## src/crld_pkg.sv

```systemverilog
// ----------------------------------------------------------------------------
// crld_pkg
// types shared by the cluster run list decoder modules
// ----------------------------------------------------------------------------
package crld_pkg;

    typedef enum logic [1:0] {
        PH_HEADER = 2'd0,
        PH_LENGTH = 2'd1,
        PH_OFFSET = 2'd2
    } crld_phase_t;

    localparam int unsigned ClusterW = 64;
    localparam int unsigned StartW   = 63;

    typedef struct packed {
        logic [StartW-1:0]   run_start;
        logic [ClusterW-1:0] run_clusters;
        logic                run_valid;
        logic                list_done;
    } crld_result_t;

endpackage

```

## src/crld_decode.sv

```systemverilog
// ----------------------------------------------------------------------------
// crld_decode
// run list byte decoder: phase, field counters, accumulators and the start
// cluster adder; produces at most one result per accepted byte
// ----------------------------------------------------------------------------
module crld_decode
    import crld_pkg::*;
(
    input  logic         clk,
    input  logic         rst_n,
    input  logic         take,
    input  logic [7:0]   data_byte,
    input  logic         list_start,
    input  logic         list_final,
    output crld_result_t res,
    output logic         res_en
);

    crld_phase_t         phase_reg, phase_next, eff_phase;
    logic [3:0]          len_left_reg, len_left_next, len_left_dec;
    logic [3:0]          off_left_reg, off_left_next, off_left_dec;
    logic [3:0]          pos_reg, pos_next, pos_inc;
    logic [ClusterW-1:0] len_acc_reg, len_acc_next, len_merged;
    logic [ClusterW-1:0] delta_acc_reg, delta_acc_next, delta_merged, delta_ext;
    logic [ClusterW-1:0] prev_reg, prev_next, eff_prev;
    logic [ClusterW-1:0] run_delta, run_count, cur;
    logic                stopped_reg, stopped_next, eff_stopped;
    logic                hdr_end, run_done, finish, sign_fill;

    // shared decode of the current byte against the running state
    always_comb
    begin
        eff_phase    = list_start ? PH_HEADER : phase_reg;
        eff_stopped  = list_start ? 1'b0 : stopped_reg;
        eff_prev     = list_start ? '0 : prev_reg;
        len_left_dec = len_left_reg - 4'd1;
        off_left_dec = off_left_reg - 4'd1;
        pos_inc      = pos_reg + 4'd1;
        hdr_end      = (data_byte[3:0] == 4'd0) || list_final;

        // byte lanes past the eighth are dropped
        len_merged   = len_acc_reg;
        delta_merged = delta_acc_reg;
        for (int i = 0; i < 8; i++)
        begin
            if (!pos_reg[3] && (pos_reg[2:0] == 3'(i)))
            begin
                len_merged[i*8 +: 8]   = data_byte;
                delta_merged[i*8 +: 8] = data_byte;
            end
        end

        // short negative delta: fill the upper lanes with ones
        sign_fill = data_byte[7] && !pos_inc[3] && (pos_inc != 4'd0);
        delta_ext = delta_merged;
        for (int i = 0; i < 8; i++)
        begin
            if (sign_fill && (4'(i) >= pos_inc))
                delta_ext[i*8 +: 8] = 8'hFF;
        end

        run_done = ((eff_phase == PH_LENGTH) && (len_left_dec == 4'd0)
                    && (off_left_reg == 4'd0))
                || ((eff_phase == PH_OFFSET) && (off_left_dec == 4'd0));
        run_delta = (eff_phase == PH_OFFSET) ? delta_ext : delta_acc_reg;
        run_count = (eff_phase == PH_LENGTH) ? len_merged : len_acc_reg;
        cur       = eff_prev + run_delta;

        case (eff_phase)
            PH_HEADER: finish = !eff_stopped && hdr_end;
            PH_LENGTH: finish = !eff_stopped && !run_done && list_final;
            PH_OFFSET: finish = !eff_stopped && !run_done && list_final;
            default:   finish = 1'b0;
        endcase
    end

    // phase transitions
    always_comb
    begin
        phase_next = eff_phase;
        if (!eff_stopped)
        begin
            case (eff_phase)
                PH_HEADER: phase_next = hdr_end ? PH_HEADER : PH_LENGTH;
                PH_LENGTH:
                begin
                    if (run_done || finish)
                        phase_next = PH_HEADER;
                    else if (len_left_dec == 4'd0)
                        phase_next = PH_OFFSET;
                    else
                        phase_next = PH_LENGTH;
                end
                PH_OFFSET: phase_next = (run_done || finish) ? PH_HEADER : PH_OFFSET;
                default:   phase_next = PH_HEADER;
            endcase
        end
    end

    // counters, accumulators and result
    always_comb
    begin
        stopped_next   = eff_stopped;
        prev_next      = eff_prev;
        len_left_next  = len_left_reg;
        off_left_next  = off_left_reg;
        pos_next       = pos_reg;
        len_acc_next   = len_acc_reg;
        delta_acc_next = delta_acc_reg;
        res            = '0;
        res_en         = 1'b0;

        if (!eff_stopped)
        begin
            case (eff_phase)
                PH_HEADER:
                begin
                    if (!hdr_end)
                    begin
                        len_left_next  = data_byte[3:0];
                        off_left_next  = data_byte[7:4];
                        pos_next       = 4'd0;
                        len_acc_next   = '0;
                        delta_acc_next = '0;
                    end
                end
                PH_LENGTH:
                begin
                    len_acc_next  = len_merged;
                    len_left_next = len_left_dec;
                    pos_next      = ((len_left_dec == 4'd0) && (off_left_reg != 4'd0))
                                    ? 4'd0 : pos_inc;
                end
                PH_OFFSET:
                begin
                    delta_acc_next = delta_merged;
                    off_left_next  = off_left_dec;
                    pos_next       = pos_inc;
                end
                default:
                begin
                    pos_next = pos_reg;
                end
            endcase

            if (run_done)
            begin
                prev_next    = cur;
                stopped_next = list_final;
                if (!cur[ClusterW-1])
                begin
                    res.run_start    = cur[StartW-1:0];
                    res.run_clusters = run_count;
                    res.run_valid    = 1'b1;
                    res.list_done    = list_final;
                    res_en           = 1'b1;
                end
                else if (list_final)
                begin
                    res.list_done = 1'b1;
                    res_en        = 1'b1;
                end
            end

            if (finish)
            begin
                stopped_next  = 1'b1;
                res.list_done = 1'b1;
                res_en        = 1'b1;
            end
        end
    end

    always_ff @(posedge clk or negedge rst_n)
    begin
        if (!rst_n)
        begin
            phase_reg     <= PH_HEADER;
            len_left_reg  <= '0;
            off_left_reg  <= '0;
            pos_reg       <= '0;
            len_acc_reg   <= '0;
            delta_acc_reg <= '0;
            prev_reg      <= '0;
            stopped_reg   <= 1'b0;
        end
        else if (take)
        begin
            phase_reg     <= phase_next;
            len_left_reg  <= len_left_next;
            off_left_reg  <= off_left_next;
            pos_reg       <= pos_next;
            len_acc_reg   <= len_acc_next;
            delta_acc_reg <= delta_acc_next;
            prev_reg      <= prev_next;
            stopped_reg   <= stopped_next;
        end
    end

endmodule

```

## src/crld_out_buf.sv

```systemverilog
// ----------------------------------------------------------------------------
// crld_out_buf
// two-entry result buffer: output register plus skid entry
// ----------------------------------------------------------------------------
module crld_out_buf
    import crld_pkg::*;
(
    input  logic         clk,
    input  logic         rst_n,
    input  logic         push,
    input  crld_result_t push_data,
    input  logic         pop_ready,
    output logic         head_valid,
    output crld_result_t head_data,
    output logic         full
);

    logic         head_valid_reg, head_valid_next;
    logic         skid_valid_reg, skid_valid_next;
    crld_result_t head_reg, head_next;
    crld_result_t skid_reg, skid_next;
    logic         pop;

    always_comb
    begin
        pop             = head_valid_reg && pop_ready;
        head_valid_next = head_valid_reg;
        skid_valid_next = skid_valid_reg;
        head_next       = head_reg;
        skid_next       = skid_reg;

        if (pop)
        begin
            if (skid_valid_reg)
            begin
                head_next       = skid_reg;
                skid_next       = push_data;
                skid_valid_next = push;
            end
            else
            begin
                head_next       = push_data;
                head_valid_next = push;
            end
        end
        else if (push)
        begin
            if (!head_valid_reg)
            begin
                head_next       = push_data;
                head_valid_next = 1'b1;
            end
            else
            begin
                // skid is free here, since ready follows it
                skid_next       = push_data;
                skid_valid_next = 1'b1;
            end
        end
    end

    always_ff @(posedge clk or negedge rst_n)
    begin
        if (!rst_n)
        begin
            head_valid_reg <= 1'b0;
            skid_valid_reg <= 1'b0;
        end
        else
        begin
            head_valid_reg <= head_valid_next;
            skid_valid_reg <= skid_valid_next;
        end
    end

    always_ff @(posedge clk)
    begin
        head_reg <= head_next;
        skid_reg <= skid_next;
    end

    assign head_valid = head_valid_reg;
    assign head_data  = head_reg;
    assign full       = skid_valid_reg;

endmodule

```

## src/cluster_run_list_decoder_core.sv

```systemverilog
// ----------------------------------------------------------------------------
// cluster_run_list_decoder_core
// streaming run list decoder: one byte in, at most one decoded run out
// ----------------------------------------------------------------------------
//  channel | handshake            | payload
//  input   | in_valid / in_ready  | data_byte, list_start, list_final
//  output  | out_valid / out_ready| run_start, run_clusters, run_valid,
//          |                      | list_done
//
//  one byte per cycle while in_ready is high; the 64-bit start cluster adder
//  sits between the decode state and the result register. results go through a
//  two-entry buffer; in_ready drops only when both entries hold a result not
//  yet taken.
//  rst_n clears the decode state to an empty list and empties the buffer.
// ----------------------------------------------------------------------------
module cluster_run_list_decoder_core
    import crld_pkg::*;
(
    input  logic        clk,
    input  logic        rst_n,
    input  logic        in_valid,
    output logic        in_ready,
    input  logic [7:0]  data_byte,
    input  logic        list_start,
    input  logic        list_final,
    output logic        out_valid,
    input  logic        out_ready,
    output logic [62:0] run_start,
    output logic [63:0] run_clusters,
    output logic        run_valid,
    output logic        list_done
);

    logic         take;
    logic         res_en;
    logic         buf_full;
    crld_result_t res;
    crld_result_t head;

    assign in_ready = !buf_full;
    assign take     = in_valid && in_ready;

    crld_decode u_decode (
        .clk        (clk),
        .rst_n      (rst_n),
        .take       (take),
        .data_byte  (data_byte),
        .list_start (list_start),
        .list_final (list_final),
        .res        (res),
        .res_en     (res_en)
    );

    crld_out_buf u_out_buf (
        .clk        (clk),
        .rst_n      (rst_n),
        .push       (take && res_en),
        .push_data  (res),
        .pop_ready  (out_ready),
        .head_valid (out_valid),
        .head_data  (head),
        .full       (buf_full)
    );

    assign run_start    = head.run_start;
    assign run_clusters = head.run_clusters;
    assign run_valid    = head.run_valid;
    assign list_done    = head.list_done;

endmodule

```

## config.mk

```make
export PLATFORM = sky130hd
export DESIGN_NAME = cluster_run_list_decoder_core
export DESIGN_NICKNAME = d
export VERILOG_FILES = /design/src/crld_pkg.sv /design/src/crld_decode.sv /design/src/crld_out_buf.sv /design/src/cluster_run_list_decoder_core.sv
export SDC_FILE = /design/constraint.sdc
export NUM_CORES = 1
export LEC_CHECK = 0
export ABC_CLOCK_PERIOD_IN_PS = 15800
export BUFFER_PORTS_ARGS = -buffer_cell sky130_fd_sc_hd__buf_2
export CAP_MARGIN = 10
export CORE_MARGIN = 2
export CORE_UTILIZATION = 30
export CTS_CLUSTER_DIAMETER = 120
export DETAILED_ROUTE_END_ITERATION = 6
export RECOVER_POWER = 25
export REMOVE_ABC_BUFFERS = 1
export SYNTH_ARGS = -nofsm -noshare
export SYNTH_HDL_FRONTEND = slang
export SYNTH_SLANG_ARGS = --single-unit
```

## constraint.sdc

```tcl
create_clock -name clk -period 15.8 [get_ports clk]
set_input_delay 0.79 -clock clk [delete_from_list [all_inputs] [get_ports clk]]
set_output_delay 0.79 -clock clk [all_outputs]
set_load 0.05 [all_outputs]
```

# Word-level counts from Yosys, hierarchy flattened
# Index checks and enable logic that the tools add are counted.
# W data, S select, Z words.
classes:
  add_sub_neg: 4
  n_mul: 0
  n_div: 0
  n_lt_le_gt_ge: 8
  n_eq_ne: 13
  shifts: 0
  muxes: 76
  n_bitwise: 1
  reduce_logical: 57
ops:
  columns: ["operator", "count"]
  rows:
  - ["$mux W129", 10]
  - ["$mux W64", 6]
  - ["$pmux W64 S2", 2]
  - ["$mux W8", 24]
  - ["$mux W128", 1]
  - ["$add A64 B64 Y64", 1]
  - ["$logic_and A1 B1 Y1", 28]
  - ["$mux W1", 19]
  - ["$ge A3 B4 Y1 const A", 4]
  - ["$logic_not A4 Y1", 4]
  - ["$mux W4", 4]
  - ["$pmux W4 S2", 2]
  - ["$eq A3 B3 Y1 const B", 4]
  - ["$pmux W4 S3", 1]
  - ["$reduce_and A4 Y1", 3]
  - ["$mux W2", 5]
  - ["$ge A1 B4 Y1 const A", 2]
  - ["$ge A2 B4 Y1 const A", 2]
  - ["$reduce_bool A2 Y1", 4]
  - ["$reduce_bool A4 Y1", 2]
  - ["$sub A4 B1 Y4 const B", 2]
  - ["$eq A3 B2 Y1 const B", 2]
  - ["$ne A2 B2 Y1 const B", 3]
  - ["$pmux W2 S3", 1]
  - ["15 further kinds", 23]
word_totals:
  reg_bits: 467
  latchBits: 0
  mem_bits_rw: 0
  rom_bits: 0
  word_cells: 177
  n_memories: 0

# Depth between registers and ports, before layout
depth:
  word_depth: 15
  ltp_mapped: 22
  depth_no_buf: 18

# By module
# From an unflattened synthesis, not the netlist that was laid out.
hier_totals:
  cells_unflattened: 2347
  hier_area_um2: 25050.3
by_module_without_submodules:
  columns: ["module", "instances", "cells_each", "area_each_um2", "seq_area_each_um2"]
  rows:
  - ["crld_decode", 1, 1932, 15558.7, 5180.0]
  - ["crld_out_buf", 1, 412, 9472.8, 7797.5]
  - ["cluster_run_list_decoder_core", 1, 3, 18.8, 0.0]

# Least setup slack after synthesis
# No wires, ideal clock.
synth_timing:
  path_kind: "in2reg"
  startpoint: "input port list_start"
  endpoint: "register u_out_buf.skid_reg[0] in the netlist's numbering (enable)"
  setup_time_ps: 795
  arrival_ps: 13448
  t_required_ps: 15005
  setup_slack_ps: 1557
  cell_stages: 18
  path_buffers: 2
  cell_sequence: "nand2b_1 > inv_1 > ha_1 > clkbuf_1 > inv_1 > clkbuf_1 > nor2_1 > mux2_2 > ha_1 > o21ai_1 > nor3_2 > o2111ai_1 > a2111oi_2 > nor3_2 > o211ai_2 > and4_4 > o31ai_1 > o21ai_0"
synth_via:
  elab_chain_cells: 14
synth_rtl:
  columns: ["element", "line_no", "rtl"]
  rows:
  - ["start: declaration", "cluster_run_list_decoder_core.sv:24", "input logic list_start,"]
  - ["parallel branches: the longest is 10 deep, another holds $add A64 B64 Y64", null, null]
  - ["$mux W1 (*)", "crld_decode.sv:113", "if (!eff_stopped)"]
  - ["$logic_and A1 B1 Y1 (*)", "cluster_run_list_decoder_core.sv:57", ".push (take && res_en),"]
  - ["$reduce_bool A2 Y1 (no line) (*)", null, null]
  - ["$reduce_and A3 Y1 (no line) (*)", null, null]
  - ["end signal: assignment", "crld_out_buf.sv:79", "skid_reg <= skid_next;"]
  - ["end: declaration", "crld_out_buf.sv:21", "crld_result_t skid_reg, skid_next;"]
# Every way passes the cells marked *.
# A chain may end at the register's enable or synchronous reset.

==> results by group <==
Run status
  – Status: finished, violations left
  – Failing checks: max-capacitance violations, max-slew violations

Placement
  – IO Port Bufs: 144
  – GPL Wtd Cong: a little under 0.9
  – Final HPWL DP: ~46000 um

Logic synthesis
  – Top_reg_cell synth: edfxtp_1
  – EDFF count, synth: about 260
  – Synth cell count leaders: nand2_1, edfxtp_1, dfrtp_1
  – Yosys top cell area share: between 30% and 40%
  – Cells after Synth: 2446
  – Synth Register Bits: 467
  – Average cell area after synthesis: 10.4 sq um
  – Area leader, netlist: edfxtp_1
  – Seq/Total Area, Yosys: roughly 51%
  – Most common cell in the synthesized netlist: nand2_1
  – Post-synth cell types: 71
  – Post-Syn Area: approximately 0.025 sq mm
  – Asr flop ratio synth: between 40 and 50%
  – Yosys warnings: 0
  – Ranking of synthesized cells by area: edfxtp_1, dfrtp_1, nand2_1

Route
  – DRC: 0
  – Initial DRC Count: between 1500 and 2000
  – DR vias/cell: roughly 5.2
  – Detailed Route WL: about 69000 um
  – Via count: 19000
  – Drt wl/cell: 18.9 um
  – Post-route ant nets: 0
  – Number of iterations in the first detailed-routing pass: 5

Die
  – Number of I/O pins: 145
  – Initial Util: a little under a third
  – Area of the core region: roughly 0.084 sq mm
  – Die Area: ~0.087 sq mm
  – Die Wd: 295 um
  – Die Ht: about 300 um
  – Row count: roughly 110

Setup path
  – Worst-path fanout max: between 80 and 90
  – Slowest stage delay, CP: 3.25 ns
  – Critical path class: in2async
  – Setup crit end kind: async pin
  – Startpoint Class: primary input
  – Crit path top cell by count: clkbuf_1
  – Worst Path Arrival: just under 7 ns
  – Crit path buf inv count: 2
  – Crit-path leading delay family: buffers and inverters
  – Worst path required time: 15.68 ns
  – CP cell instances: clkbuf_1, clkbuf_1
  – Crit-path slowest cell: clkbuf_1

STA
  – Max Slew Vio Count: 214
  – Tmin final: around 7.0 ns
  – RSZ-0062 raised after global routing: false
  – Tcrit/Tclk final: around 44%
  – Max Fclk: 0.142 GHz
  – Skew final: 0.0143 ns
  – Slew Limit Headroom: -215%
  – Final Hold Fails: 0
  – Final setup fails: 0
  – Post-Route Setup TNS: 0 ns
  – Worst-Margin Slew: between 4 and 5 ns

Clock tree
  – Cell chosen for the clock root: clkbuf_16
  – Post_cts resized: 0
  – Clock-pin transition on the worst setup and hold timing paths: 0.06 ns
  – Clock Path Buffers: 3
  – CTS tree: built
  – CTS Buf Count: 52
  – Total number of H-tree levels: 2
  – Hold_buf cts: 0
  – CTS sink cnt: between 400 and 500
  – Clk_lat worst skew: roughly 0.62 ns
  – Post-CTS Setup Bufs: 0

Global route
  – Gr usage total: around 16%
  – GRT overflow: 0
  – Largest net degree at the start of global routing: approximately 160
  – Initial antenna violation count: 2
  – Vias in the first global route: 18000
  – First-pass GRT wire length: between 100000 and 150000 um

Min path
  – HP Class: reg2reg

Power and ir drop
  – Peak supply drop: 0.0976 mV
  – Pleak: 11.1 nW
  – Design Power: 3.61 mW
  – Power Density: around 130 mW/mm^2

Finish
  – Final #Nets: 2586
  – Area growth, synth to finish: 13.3%
  – Share of cells above drive strength 1: 11.8%

Job
  – MaxCap Viol Count: 3
==> layout by cell type (no fill, tap or decap), drive strengths merged, types with 28 or more instances in the layout <==
cell type  count
clkbuf       142
o31ai        139
nor2b         73
o22a          60
xnor2         29
nand2        372
a21oi         94
nor2         192
nor3          29
ha            78
edfxtp       258
a22oi         65
o21ai        182
mux2i         66
inv           44
xor2          28
a22o         130
dfrtp        209
buf          113
==> where the power goes <==
part / switching [mW] / internal (mW)
Sequential: 0.0734 / 1.48
Clock: 0.521 / 0.756
Combinational: 0.625 / 0.153
==> routing by layer <==
metal | GRT usage, % | vias to the layer above | part of all wire (%) | wire [um]
met1 | 22.9 | 9299 | 48 | 33400
met3 | 1.83 | 106 | 4.4 | 3030
met4 | 4.46 | 0 | 2.3 | 1590
met2 | 24.2 | 471 | 45 | 31300
met5 | 0 | - | 0 | 0
li1 | - | 9161 | - | -
==> worst paths after layout <==
| kind | startpoint | end | slack, ns | cells after the start |
|---|---|---|---|---|
| max in group clk | list_start | u_out_buf.skid_reg[71] | 8.79 | 20 |
| max | rst_n | u_decode.len_acc_reg[61] | 8.77 | 2 |
| min | u_decode.prev_reg[41] | u_decode.prev_reg[41] | 0.47 | 2 |
| max reg2reg | u_decode.pos_reg[3] | u_out_buf.skid_reg[71] | 8.90 | 16 |
| min in group asynchronous | rst_n | u_decode.len_acc_reg[48] | 1.89 | 1 |
| min reg2reg | u_decode.prev_reg[41] | u_decode.prev_reg[41] | 0.47 | 2 |
==> kinds of logic (layout without fill, tap and decap cells) <==
group           count (synthesis)  in the layout  synth area share (%)
mux                            73             73                  2.91
fa+ha+maj                      79             79                  3.92
flops                         467            467                  51.1
buf+inv                       220            311                  3.66
compound gates                793            793                  23.5
simple gates                  757            757                  12.9
other cells                     0              1                     0
xor+xnor                       57             57                  1.96
==> worst reg2reg max path, delay by kind of cell (launching register included) <==
kind | cells | cell delay, ns
muxes | 1 | 0.33
AOI/OAI and AO/OA | 7 | 2.22
adders and majority gates | 1 | 0.28
DFF | 1 | 0.46
buffers and inverters | 2 | 0.83
and+or+nand+nor | 5 | 2.27
==> area by class of cell <==
| class | count | area (sq um) |
|---|---|---|
| Inverter | 40 | 150 |
| Antenna cell | 1 | 2.50 |
| Fill cell | 8559 | 55000 |
| Multi-Input combinational cell | 1759 | 11600 |
| Clock buffer | 82 | 1580 |
| Timing Repair Buffer | 173 | 883 |
| Clock inverter | 16 | 215 |
| Tap cell | 1134 | 1420 |
| Sequential cell | 467 | 13000 |
==> metrics by stage <==
step / instance area, sq um / setup slack, ns / instances / hold slack [ns] / util (%)
5_1_grt: 28800 / 7.26 / 3671 / 0.494 / 34.3
6_report: 28800 / 8.77 / 3672 / 0.470 / 34.3
3_5_place_dp: 27100 / 8.18 / 3573 / 0.462 / 32.3
4_1_cts: 28900 / 8.81 / 3671 / 0.232 / 34.5
2_1_floorplan: 24600 / 1.01 / 2266 / 0.441 / -
3_3_place_gp: 27100 / 8.32 / 3573 / 0.453 / 32.3
No activity file was read; power rests on OpenSTA's default activity.
